`src/sv/sha1he_pkg.sv`:
```
// sha1 hash engine package: shared types, constants and round helpers
// used by the interfaces, the message schedule and the top level

package sha1he_pkg;

  typedef logic [7:0]  byte_t;
  typedef logic [31:0] word_t;
  typedef logic [2:0]  word_idx_t;
  typedef logic [5:0]  fill_t;
  typedef logic [6:0]  round_t;
  typedef logic [63:0] bit_len_t;

  localparam int NUM_WORDS = 5;
  localparam int NUM_ROUNDS = 80;
  localparam int SCHED_WORDS = 16;

  localparam word_idx_t LAST_WORD_IDX = word_idx_t'(NUM_WORDS - 1);
  localparam round_t LAST_ROUND = round_t'(NUM_ROUNDS - 1);
  localparam fill_t LAST_FILL = 6'd63;
  localparam fill_t LEN_FILL = 6'd56;
  localparam byte_t PAD_MARK = 8'h80;
  localparam bit_len_t BYTE_BITS = 64'd8;

  localparam word_t INIT_CHAIN [NUM_WORDS] = '{
    32'h67452301, 32'hEFCDAB89, 32'h98BADCFE, 32'h10325476, 32'hC3D2E1F0
  };

  localparam word_t K0 = 32'h5A827999;
  localparam word_t K1 = 32'h6ED9EBA1;
  localparam word_t K2 = 32'h8F1BBCDC;
  localparam word_t K3 = 32'hCA62C1D6;

  typedef enum logic [2:0] {
    ST_IDLE,
    ST_PAD,
    ST_ROUND,
    ST_ADD,
    ST_OUT
  } state_t;

  typedef struct packed {
    logic  shift_byte;
    logic  shift_word;
    byte_t data;
  } sched_ctl_t;

  function automatic word_t rotl1(input word_t x);
    return {x[30:0], x[31]};
  endfunction

  function automatic word_t rotl5(input word_t x);
    return {x[26:0], x[31:27]};
  endfunction

  function automatic word_t rotl30(input word_t x);
    return {x[1:0], x[31:2]};
  endfunction

endpackage

```
`src/sv/sha1he_ifs.sv`:
```
// request channel interfaces of the sha1 hash engine
// depends on sha1he_pkg for payload types

interface sha1he_in_if;
  logic                valid;
  logic                ready;
  sha1he_pkg::byte_t   message_byte;
  logic                byte_present;
  logic                end_of_message;

  modport source (output valid, message_byte, byte_present, end_of_message, input ready);
  modport sink (input valid, message_byte, byte_present, end_of_message, output ready);
endinterface

interface sha1he_out_if;
  logic                  valid;
  logic                  ready;
  sha1he_pkg::word_t     digest_word;
  sha1he_pkg::word_idx_t word_number;
  logic                  last_word;

  modport source (output valid, digest_word, word_number, last_word, input ready);
  modport sink (input valid, digest_word, word_number, last_word, output ready);
endinterface

```
`src/sv/sha1he_sched.sv`:
```
// sha1 message block buffer and schedule: a 16-word shift line that takes
// bytes while a block fills and expands the schedule one word per round
// depends on sha1he_pkg

module sha1he_sched (
  input  logic                   clk,
  input  sha1he_pkg::sched_ctl_t ctl,
  output sha1he_pkg::word_t      w
);
  import sha1he_pkg::*;

  localparam int LINE_BITS = SCHED_WORDS * 32;

  logic [LINE_BITS-1:0] line;
  word_t                w_next;

  // word k of the line sits at bits [LINE_BITS-1-32k -: 32]
  assign w = line[LINE_BITS-1 -: 32];
  assign w_next = rotl1(line[LINE_BITS-1-32*13 -: 32] ^ line[LINE_BITS-1-32*8 -: 32] ^
                        line[LINE_BITS-1-32*2 -: 32] ^ line[LINE_BITS-1 -: 32]);

  always_ff @(posedge clk) begin
    if (ctl.shift_byte) begin
      line <= {line[LINE_BITS-9:0], ctl.data};
    end else if (ctl.shift_word) begin
      line <= {line[LINE_BITS-33:0], w_next};
    end
  end

endmodule

```
`src/sv/sha1_hash_engine_unit.sv`:
```
// sha1 hash engine top level: byte intake, padding sequencer, shared round unit
// depends on sha1he_pkg, sha1he_ifs and sha1he_sched
//
// One request carries at most one message byte. The 64th byte of a block
// starts the compression: every round through one shared round adder, then
// a fold of the result into the chaining words. The final request starts
// padding, which shifts one pad or length byte per cycle (up to two blocks
// of padding and compression), after which the five digest words leave one
// per cycle as the sink takes them. No request is taken while a block
// compresses, padding runs or the digest is being delivered.

module sha1_hash_engine_unit (
  input  logic clk,
  input  logic rst,
  sha1he_in_if.sink    msg,
  sha1he_out_if.source digest
);
  import sha1he_pkg::*;

  state_t     state;
  state_t     state_next;
  sched_ctl_t ctl;
  word_t      w;

  word_t      chain [NUM_WORDS];
  word_t      ra, rb, rc, rd, re;
  word_t      f, k, tmp;
  fill_t      fill_count;
  bit_len_t   bit_length;
  round_t     rnd;
  word_idx_t  word_idx;
  logic       in_pad;
  logic       pad_first;
  logic       pad_len;
  logic       pend_end;
  byte_t      pad_byte;
  logic       accept;
  logic       out_take;

  sha1he_sched u_sched (
    .clk (clk),
    .ctl (ctl),
    .w   (w)
  );

  assign accept = msg.valid && msg.ready;
  assign out_take = digest.valid && digest.ready;

  assign digest.digest_word = chain[word_idx];
  assign digest.word_number = word_idx;
  assign digest.last_word = (word_idx == LAST_WORD_IDX);

  always_comb begin
    if (pad_first) begin
      pad_byte = PAD_MARK;
    end else if (pad_len && fill_count >= LEN_FILL) begin
      pad_byte = bit_length[{~fill_count[2:0], 3'b000} +: 8];
    end else begin
      pad_byte = '0;
    end
  end

  always_comb begin
    if (rnd < 7'd20) begin
      f = (rb & rc) | (~rb & rd);
      k = K0;
    end else if (rnd < 7'd40) begin
      f = rb ^ rc ^ rd;
      k = K1;
    end else if (rnd < 7'd60) begin
      f = (rb & rc) | (rb & rd) | (rc & rd);
      k = K2;
    end else begin
      f = rb ^ rc ^ rd;
      k = K3;
    end
    tmp = rotl5(ra) + f + re + k + w;
  end

  always_ff @(posedge clk) begin
    if (rst) begin
      state <= ST_IDLE;
    end else begin
      state <= state_next;
    end
  end

  always_comb begin
    state_next = state;
    ctl = '0;
    msg.ready = 1'b0;
    digest.valid = 1'b0;
    unique case (state)
      ST_IDLE: begin
        msg.ready = 1'b1;
        if (msg.valid) begin
          if (msg.byte_present) begin
            ctl.shift_byte = 1'b1;
            ctl.data = msg.message_byte;
            if (fill_count == LAST_FILL) begin
              state_next = ST_ROUND;
            end else if (msg.end_of_message) begin
              state_next = ST_PAD;
            end
          end else if (msg.end_of_message) begin
            state_next = ST_PAD;
          end
        end
      end
      ST_PAD: begin
        ctl.shift_byte = 1'b1;
        ctl.data = pad_byte;
        if (fill_count == LAST_FILL) begin
          state_next = ST_ROUND;
        end
      end
      ST_ROUND: begin
        ctl.shift_word = 1'b1;
        if (rnd == LAST_ROUND) begin
          state_next = ST_ADD;
        end
      end
      ST_ADD: begin
        if (in_pad) begin
          state_next = pad_len ? ST_OUT : ST_PAD;
        end else begin
          state_next = pend_end ? ST_PAD : ST_IDLE;
        end
      end
      ST_OUT: begin
        digest.valid = 1'b1;
        if (digest.ready && word_idx == LAST_WORD_IDX) begin
          state_next = ST_IDLE;
        end
      end
      default: state_next = ST_IDLE;
    endcase
  end

  always_ff @(posedge clk) begin
    if (rst) begin
      chain <= INIT_CHAIN;
      fill_count <= '0;
      bit_length <= '0;
      rnd <= '0;
      word_idx <= '0;
      in_pad <= 1'b0;
      pad_first <= 1'b0;
      pad_len <= 1'b0;
      pend_end <= 1'b0;
    end else begin
      if (ctl.shift_byte) begin
        fill_count <= fill_count + 6'd1;
      end
      if (accept) begin
        pend_end <= msg.end_of_message;
        if (msg.byte_present) begin
          bit_length <= bit_length + BYTE_BITS;
        end
      end
      if (!in_pad && state_next == ST_PAD) begin
        in_pad <= 1'b1;
        pad_first <= 1'b1;
      end
      if (state == ST_PAD) begin
        pad_first <= 1'b0;
        if (pad_first) begin
          pad_len <= (fill_count < LEN_FILL);
        end
      end
      if (state != ST_ROUND && state_next == ST_ROUND) begin
        rnd <= '0;
      end else if (state == ST_ROUND) begin
        rnd <= rnd + 7'd1;
      end
      if (state == ST_ADD) begin
        for (int i = 0; i < NUM_WORDS; i++) begin
          chain[i] <= chain[i] + ((i == 0) ? ra : (i == 1) ? rb : (i == 2) ? rc :
                                  (i == 3) ? rd : re);
        end
        if (in_pad && !pad_len) begin
          pad_len <= 1'b1;
        end
      end
      if (out_take) begin
        if (word_idx == LAST_WORD_IDX) begin
          word_idx <= '0;
          chain <= INIT_CHAIN;
          fill_count <= '0;
          bit_length <= '0;
          in_pad <= 1'b0;
          pad_len <= 1'b0;
          pend_end <= 1'b0;
        end else begin
          word_idx <= word_idx + 3'd1;
        end
      end
    end
  end

  // working variables a..e
  always_ff @(posedge clk) begin
    if (state != ST_ROUND && state_next == ST_ROUND) begin
      ra <= chain[0];
      rb <= chain[1];
      rc <= chain[2];
      rd <= chain[3];
      re <= chain[4];
    end else if (state == ST_ROUND) begin
      re <= rd;
      rd <= rc;
      rc <= rotl30(rb);
      rb <= ra;
      ra <= tmp;
    end
  end

  a_no_overlap: assert property (@(posedge clk) disable iff (rst)
    !(msg.ready && digest.valid))
    else $error("request taken while digest pending");

  a_round_range: assert property (@(posedge clk) disable iff (rst)
    state == ST_ROUND |-> rnd <= LAST_ROUND)
    else $error("round counter out of range");

  a_out_block_aligned: assert property (@(posedge clk) disable iff (rst)
    $rose(digest.valid) |-> fill_count == '0 && pad_len)
    else $error("digest out before length block");

  a_restart: assert property (@(posedge clk) disable iff (rst)
    out_take && word_idx == LAST_WORD_IDX |=>
      bit_length == '0 && fill_count == '0 && chain[0] == INIT_CHAIN[0] && !in_pad)
    else $error("state not restored after digest");

  a_pad_start: assert property (@(posedge clk) disable iff (rst)
    state == ST_PAD && pad_first |-> $past(state) != ST_PAD)
    else $error("pad mark issued twice");

endmodule

```
`src/flat_wrapper.sv`:
```
// flat-port wrapper written by rule: the top's interface ports become plain ports
module sha1_hash_engine_unit_flat import sha1he_pkg::*;
  (clk, rst, msg_valid, msg_message_byte, msg_byte_present, msg_end_of_message, msg_ready, digest_valid, digest_digest_word, digest_word_number, digest_last_word, digest_ready);
  sha1he_in_if msg_i ();
  sha1he_out_if digest_i ();
  input  logic clk;
  input  logic rst;
  input wire logic [$bits(msg_i.valid)-1:0] msg_valid;
  input wire logic [$bits(msg_i.message_byte)-1:0] msg_message_byte;
  input wire logic [$bits(msg_i.byte_present)-1:0] msg_byte_present;
  input wire logic [$bits(msg_i.end_of_message)-1:0] msg_end_of_message;
  output wire logic [$bits(msg_i.ready)-1:0] msg_ready;
  output wire logic [$bits(digest_i.valid)-1:0] digest_valid;
  output wire logic [$bits(digest_i.digest_word)-1:0] digest_digest_word;
  output wire logic [$bits(digest_i.word_number)-1:0] digest_word_number;
  output wire logic [$bits(digest_i.last_word)-1:0] digest_last_word;
  input wire logic [$bits(digest_i.ready)-1:0] digest_ready;
  assign msg_i.valid = msg_valid;
  assign msg_i.message_byte = msg_message_byte;
  assign msg_i.byte_present = msg_byte_present;
  assign msg_i.end_of_message = msg_end_of_message;
  assign msg_ready = msg_i.ready;
  assign digest_valid = digest_i.valid;
  assign digest_digest_word = digest_i.digest_word;
  assign digest_word_number = digest_i.word_number;
  assign digest_last_word = digest_i.last_word;
  assign digest_i.ready = digest_ready;
  sha1_hash_engine_unit u_core (.clk(clk), .rst(rst), .msg(msg_i), .digest(digest_i));
endmodule
```
`config.mk`:
```
export PLATFORM = sky130hd
export DESIGN_NAME = sha1_hash_engine_unit_flat
export DESIGN_NICKNAME = d
export VERILOG_FILES = /design/src/sv/sha1he_pkg.sv /design/src/sv/sha1he_ifs.sv /design/src/sv/sha1he_sched.sv /design/src/sv/sha1_hash_engine_unit.sv /design/src/flat_wrapper.sv
export SDC_FILE = /design/constraint.sdc
export NUM_CORES = 2
export LEC_CHECK = 0
export ABC_AREA = 1
export CAP_MARGIN = 20
export CORE_ASPECT_RATIO = 1.1
export CORE_MARGIN = 2
export CORE_UTILIZATION = 45
export CTS_CLUSTER_SIZE = 8
export DETAILED_ROUTE_END_ITERATION = 8
export DONT_BUFFER_PORTS = 1
export RECOVER_POWER = 50
export SYNTH_ARGS = -nofsm -noshare
export SYNTH_HDL_FRONTEND = slang
export SYNTH_SLANG_ARGS = --single-unit
```
`constraint.sdc`:
```
create_clock -name clk -period 41.8 [get_ports clk]
set_input_delay 6.27 -clock clk [delete_from_list [all_inputs] [get_ports clk]]
set_output_delay 6.27 -clock clk [all_outputs]
set_load 0.03 [all_outputs]
```
* After elaboration in Yosys (flattened, before gate mapping)
Cells that the tools add are included.
Cells by class: magnitude comparators 6, equal/unequal tests 10, multiplexer cells 66, shift-type cells 1, reductions and logical operators 14, bitwise operators 15, $add $sub $neg 13
Operators by type and width (number):
- $mux 512 | 2
- $mux 32 | 17
- $mux 160 | 3
- $add 32x32->32 | 9
- $mux 64 | 4
- $xor 32x32->32 | 5
- $and 32x32->32 | 4
- $bmux 32 s3 | 1
- $or 32x32->32 | 3
- $add 64x4->64 const B | 1
- $shiftx 64x7->8 | 1
- $mux 8 | 4
- $not 32->32 | 1
- $mux 31 | 1
- $mux 3 | 10
- $mux 1 | 18
- $mux 6 | 3
- $pmux 8 s2 | 1
- $pmux 3 s5 | 1
- $lt 7x6->1 const B | 2
- $eq 3x2->1 const B | 3
- $add 7x1->7 const B | 1
- $eq 7x7->1 const B | 1
- $logic_and 1x1->1 | 7
- other kinds (17) | 22
Word-level totals: register bits 919, output and inout port bits 38, input port bits 14, word-level logic and storage cells 145

* Depth between registers and ports, before layout
depth in word-level cells 12, mapped depth 28, depth with buffers taken out 28

* Modules after synthesis
Synthesis repeated with hierarchy kept, for this count alone.
Second synthesis, totals: cell total of the unflattened synthesis 7648, area total of the unflattened synthesis 58290.9 µm²
By module, submodules not included:
- sha1_hash_engine_unit | area each 34398.0 µm², cells each 5091, times used 1
- sha1he_sched | area each 23892.9 µm², cells each 2557, times used 1

* Worst setup path before layout
OpenSTA, ideal clock, no wires.
kind input to register, start point in msg_valid, end point reg u_core.u_sched.line[0] (enable), data arrival time 15.284 ns, path buffers 2, slack 22.851 ns, stages 8, required time 38.136 ns, path through inv_1 nor2_4 nand2_4 nand2_2 inv_2 buf_2 buf_2 nand2_1
On the way: word-level cells in the longest chain between the ends 3
Ends and longest elaborated chain:
- start: declaration | RTL line flat_wrapper.sv:8 | input wire logic [$bits(msg_i.valid)-1:0] msg_valid;
- $mux 1 | RTL line sha1_hash_engine_unit.sv:96 | if (msg.valid) begin
- $pmux 1 s2 | RTL line sha1_hash_engine_unit.sv:93 | unique case (state)
- $reduce_bool 2->1 (no source line)
- end signal: assignment | RTL line sha1he_sched.sv:24 | line <= {line[LINE_BITS-9:0], ctl.data};
- end signal: assignment | RTL line sha1he_sched.sv:26 | line <= {line[LINE_BITS-33:0], w_next};
- end: declaration | RTL line sha1he_sched.sv:14 | logic [LINE_BITS-1:0] line;
Every way passes these cells. A chain may end at the register's enable or synchronous reset.

* Worst setup path after layout
start point in msg_valid, end point reg u_core.u_sched.line[27] (data pin)
On the way: word-level cells in the longest chain between the ends 3
Ends and longest elaborated chain:
- $mux 1 | RTL line sha1_hash_engine_unit.sv:96
- $pmux 1 s2 | RTL line sha1_hash_engine_unit.sv:93
- $mux 512 | RTL line sha1he_sched.sv:23 | if (ctl.shift_byte) begin
Every way passes these cells.

==> reports/qor.csv <==
metric;value;unit
status;complete, but fails checks;
failing checks;capacitance limit, slew limit;
power per standard cell area;41.1;nW/um2
vias in the first global route;46769;
first drt pass iteration count;6;
unrepaired setup endpoints after global routing;no;
max_cap viols;17;
max-slew violation count;1553;
Yosys cell types;51;
Area growth syn-to-layout;9.17;%
Worst R2R End;u_core.u_sched.line[27]$_DFFE_PP_;
Leakage;27.4;nW
first-pass GRT wire length;287000;um
FF-to-FF path depth;8;
post-CTS sizing;0;
Slew @ Worst Pin;9.14;ns
VDD IR-drop max;0.0000406;V
part of the power in registers;44.4;%
Post-synth top flop;edfxtp_1;
Post-DRT Antenna Nets;0;
Hold Path Depth;2;
Hold Path Sink;u_core.chain[31]$_SDFF_PP1_;
worst r2r src;u_core.state[0]$_SDFF_PP0_;
DR WL/cell;21.3;um
Clock Latency Late Sink;0.78;ns
crit-path max FO;231;
minimum clock period;22.50;ns
Post-route DRC;0;
TritonCTS clock tree;done;
Synth Warn #;0;
max incr delay on CP;6.47;ns
Via density;5.46;
Fin. Hold Viols;0;
Rows;136;
slowest CP cell;clkbuf_1;
Overall Global Routing Usage;29.5;%
Post-synth EDFFs;672;
Die H;376;um
Worst R2R Setup Slack;24.21;ns
IO Count;52;
CTS sink cnt;916;
most frequent cell after synthesis;nand2_1;
largest net degree at the start of global routing;232;
Worst EP arrival;22.72;ns
f_max;0.0444;GHz
top post-synthesis cells by area;edfxtp_1 36%, nand2_1 17%, dfxtp_1 8.6%;
Cells after Synth;7320;
CTS H-tree lvls;4;
CORE AREA;125000;um2
Initial Utilization;45.4;%
fin crit share;53.8;%
nets;7592;
area taken by multi-input logic gates;27500;um2
die area;129000;um2
clock root cell;clkbuf_16;
register area share after synthesis;44.2;%
routability cong.;1.01;
Clock Tree Buf Depth;3;
clk slew on worst S/H paths;0.05;ns
CTS buffer count;134;
hold_sp;u_core.chain[31]$_SDFF_PP1_;
Avg Inst Size Synth;7.75;um2
syn nets;7659;
final global-route overflow total;0;
antenna violations before repair;6;
kind of critical path;input port to register;
Net Sw Frac;28.3;%
clock power share;40.2;%
Int Power;0.00183;W
share of cells above drive strength 1;3.36;%
utilization of the core after routing;49.5;%
share of the synthesized area in the top cell type;35.6;%
most area-hungry cell type in the Yosys netlist;edfxtp_1;
Post-synth top cells;2605 x nand2_1, 800 x inv_1, 672 x edfxtp_1, 508 x nor2_1, 473 x o21ai_0;
Sequential Area;25100;um2
DRT iter0 DRCs;4801;
Setup Viol. Count Final;0;
Final HPWL DP;143000;um
Final TNS setup;0;ns
kind of end point of the critical path;register;
Hold Worst Slack;0.464;ns
clk_skew;0.0335;ns
Net Sw Power;0.000720;W
Worst setup SP type;input port;
part of the power in combinational logic;15.3;%
asr flop ratio synth;0;%
Post-Route WL;191000;um
Fill cells;12448;
I/O Buffers;0;
Final Total Pwr;0.00255;W
Slew Limit Headroom;-510;%
synthesized cell area;56700;um2
Die Wd;343;um
CTS Hold Bufs;0;
#FFs+latches synth;916;
crit-path cells;inv_1, nor2_1, nand2_1, nand2_1, clkbuf_1, clkbuf_1, o21ai_0;
worst hold path type;register to register;
Via Count;49058;
Setup Fix Bufs, Post-CTS;0;
CP Data Required Time;42.02;ns
==> power by group through the flow <==
stage | Clock, W | Sequential, W | Combinational, W
2_1_floorplan | 0 | 0.00115 | 0.000268
3_3_place_gp | 0 | 0.00115 | 0.000365
3_5_place_dp | 0 | 0.00115 | 0.000370
4_1_cts | 0.00104 | 0.00113 | 0.000372
5_1_grt | 0.00108 | 0.00114 | 0.000441
6_report | 0.00102 | 0.00113 | 0.000391
==> worst max-delay path by stage <==
stage              start                            endpoint  slack (ns)  cells after the start
3_5_place_dp   msg_valid  u_core.u_sched.line[435]$_DFFE_PP_       29.51                     10
3_3_place_gp   msg_valid  u_core.u_sched.line[435]$_DFFE_PP_       29.58                     10
6_report       msg_valid   u_core.u_sched.line[27]$_DFFE_PP_       19.30                      7
2_1_floorplan  msg_valid    u_core.u_sched.line[0]$_DFFE_PP_       22.85                      8
5_1_grt        msg_valid    u_core.u_sched.line[8]$_DFFE_PP_       17.31                      7
4_1_cts        msg_valid  u_core.u_sched.line[483]$_DFFE_PP_       30.34                     10
==> cell usage in the layout (no fill, tap or decap), types with 64 or more instances in the layout <==
cell       instances
fa_1             119
o21ai_0          504
xnor2_1          102
a21oi_1          455
dfxtp_1          243
ha_1             206
nor3_1            73
inv_1            800
nand3_1          351
clkbuf_16        136
nor2_1           509
clkbuf_1          64
nand2_1         2607
edfxtp_1         672
==> critical path, delay by kind of cell <==
| kind | cells | cell delay (ns) |
|---|---|---|
| buf+inv | 3 | 12.75 |
| compound gates | 1 | 0.79 |
| simple gates | 3 | 2.45 |
==> metrics by stage <==
step	instance area (um2)	cells	setup WS, ns
after floorplan	56700	7320	22.85
after global placement	58100	8759	29.58
after detailed placement	58200	8771	29.51
after CTS	62100	8976	30.34
after global routing	61900	8978	17.31
final	61900	8980	19.30
==> per-layer routing <==
layer / vias to the layer above / track usage, % / wire length [um]
met4: 2 / 16.8 / 12200
met1: 23349 / 38.5 / 80400
li1: 23815 / - / -
met3: 446 / 4.18 / 10900
met2: 1446 / 46.8 / 87600
met5: - / 0 / 16
==> cells by family (layout without fill, tap and decap cells) <==
logic type,count (synthesis),in the layout,synth area share [%]
adders and majority gates,325,325,8.74
other,0,2,0
and+or+nand+nor,3682,3682,26.0
AOI/OAI and AO/OA,1167,1167,11.2
buffers and inverters,1069,1071,7.36
DFF,916,916,44.2
muxes,1,1,0.0198
xor gates and xnor gates,160,160,2.47
==> registers in the layout (all words and copies together) (netlist names) <==
register / flops
u_core.fill_count: 6
u_core.rnd: 7
u_core.pad_first: 1
u_core.digest.word_number: 3
u_core.rb: 32
u_core.rd: 32
u_core.state: 3
u_core.chain: 160
u_core.re: 32
u_core.pad_len: 1
u_core.u_sched.line: 512
u_core.in_pad: 1
u_core.ra: 32
u_core.pend_end: 1
u_core.rc: 32
u_core.bit_length: 61
==> final cells by class <==
| cell class | instances | area share (%) |
|---|---|---|
| clock inverter | 15 | 0.356 |
| multi-input combinational | 5335 | 44.4 |
| tap | 1656 | 3.35 |
| clock buffer | 190 | 5.87 |
| timing repair buffer | 53 | 0.648 |
| antenna | 2 | 0.00808 |
| sequential | 916 | 40.5 |
| inverter | 813 | 4.93 |
No activity file was read; power rests on OpenSTA's default activity.
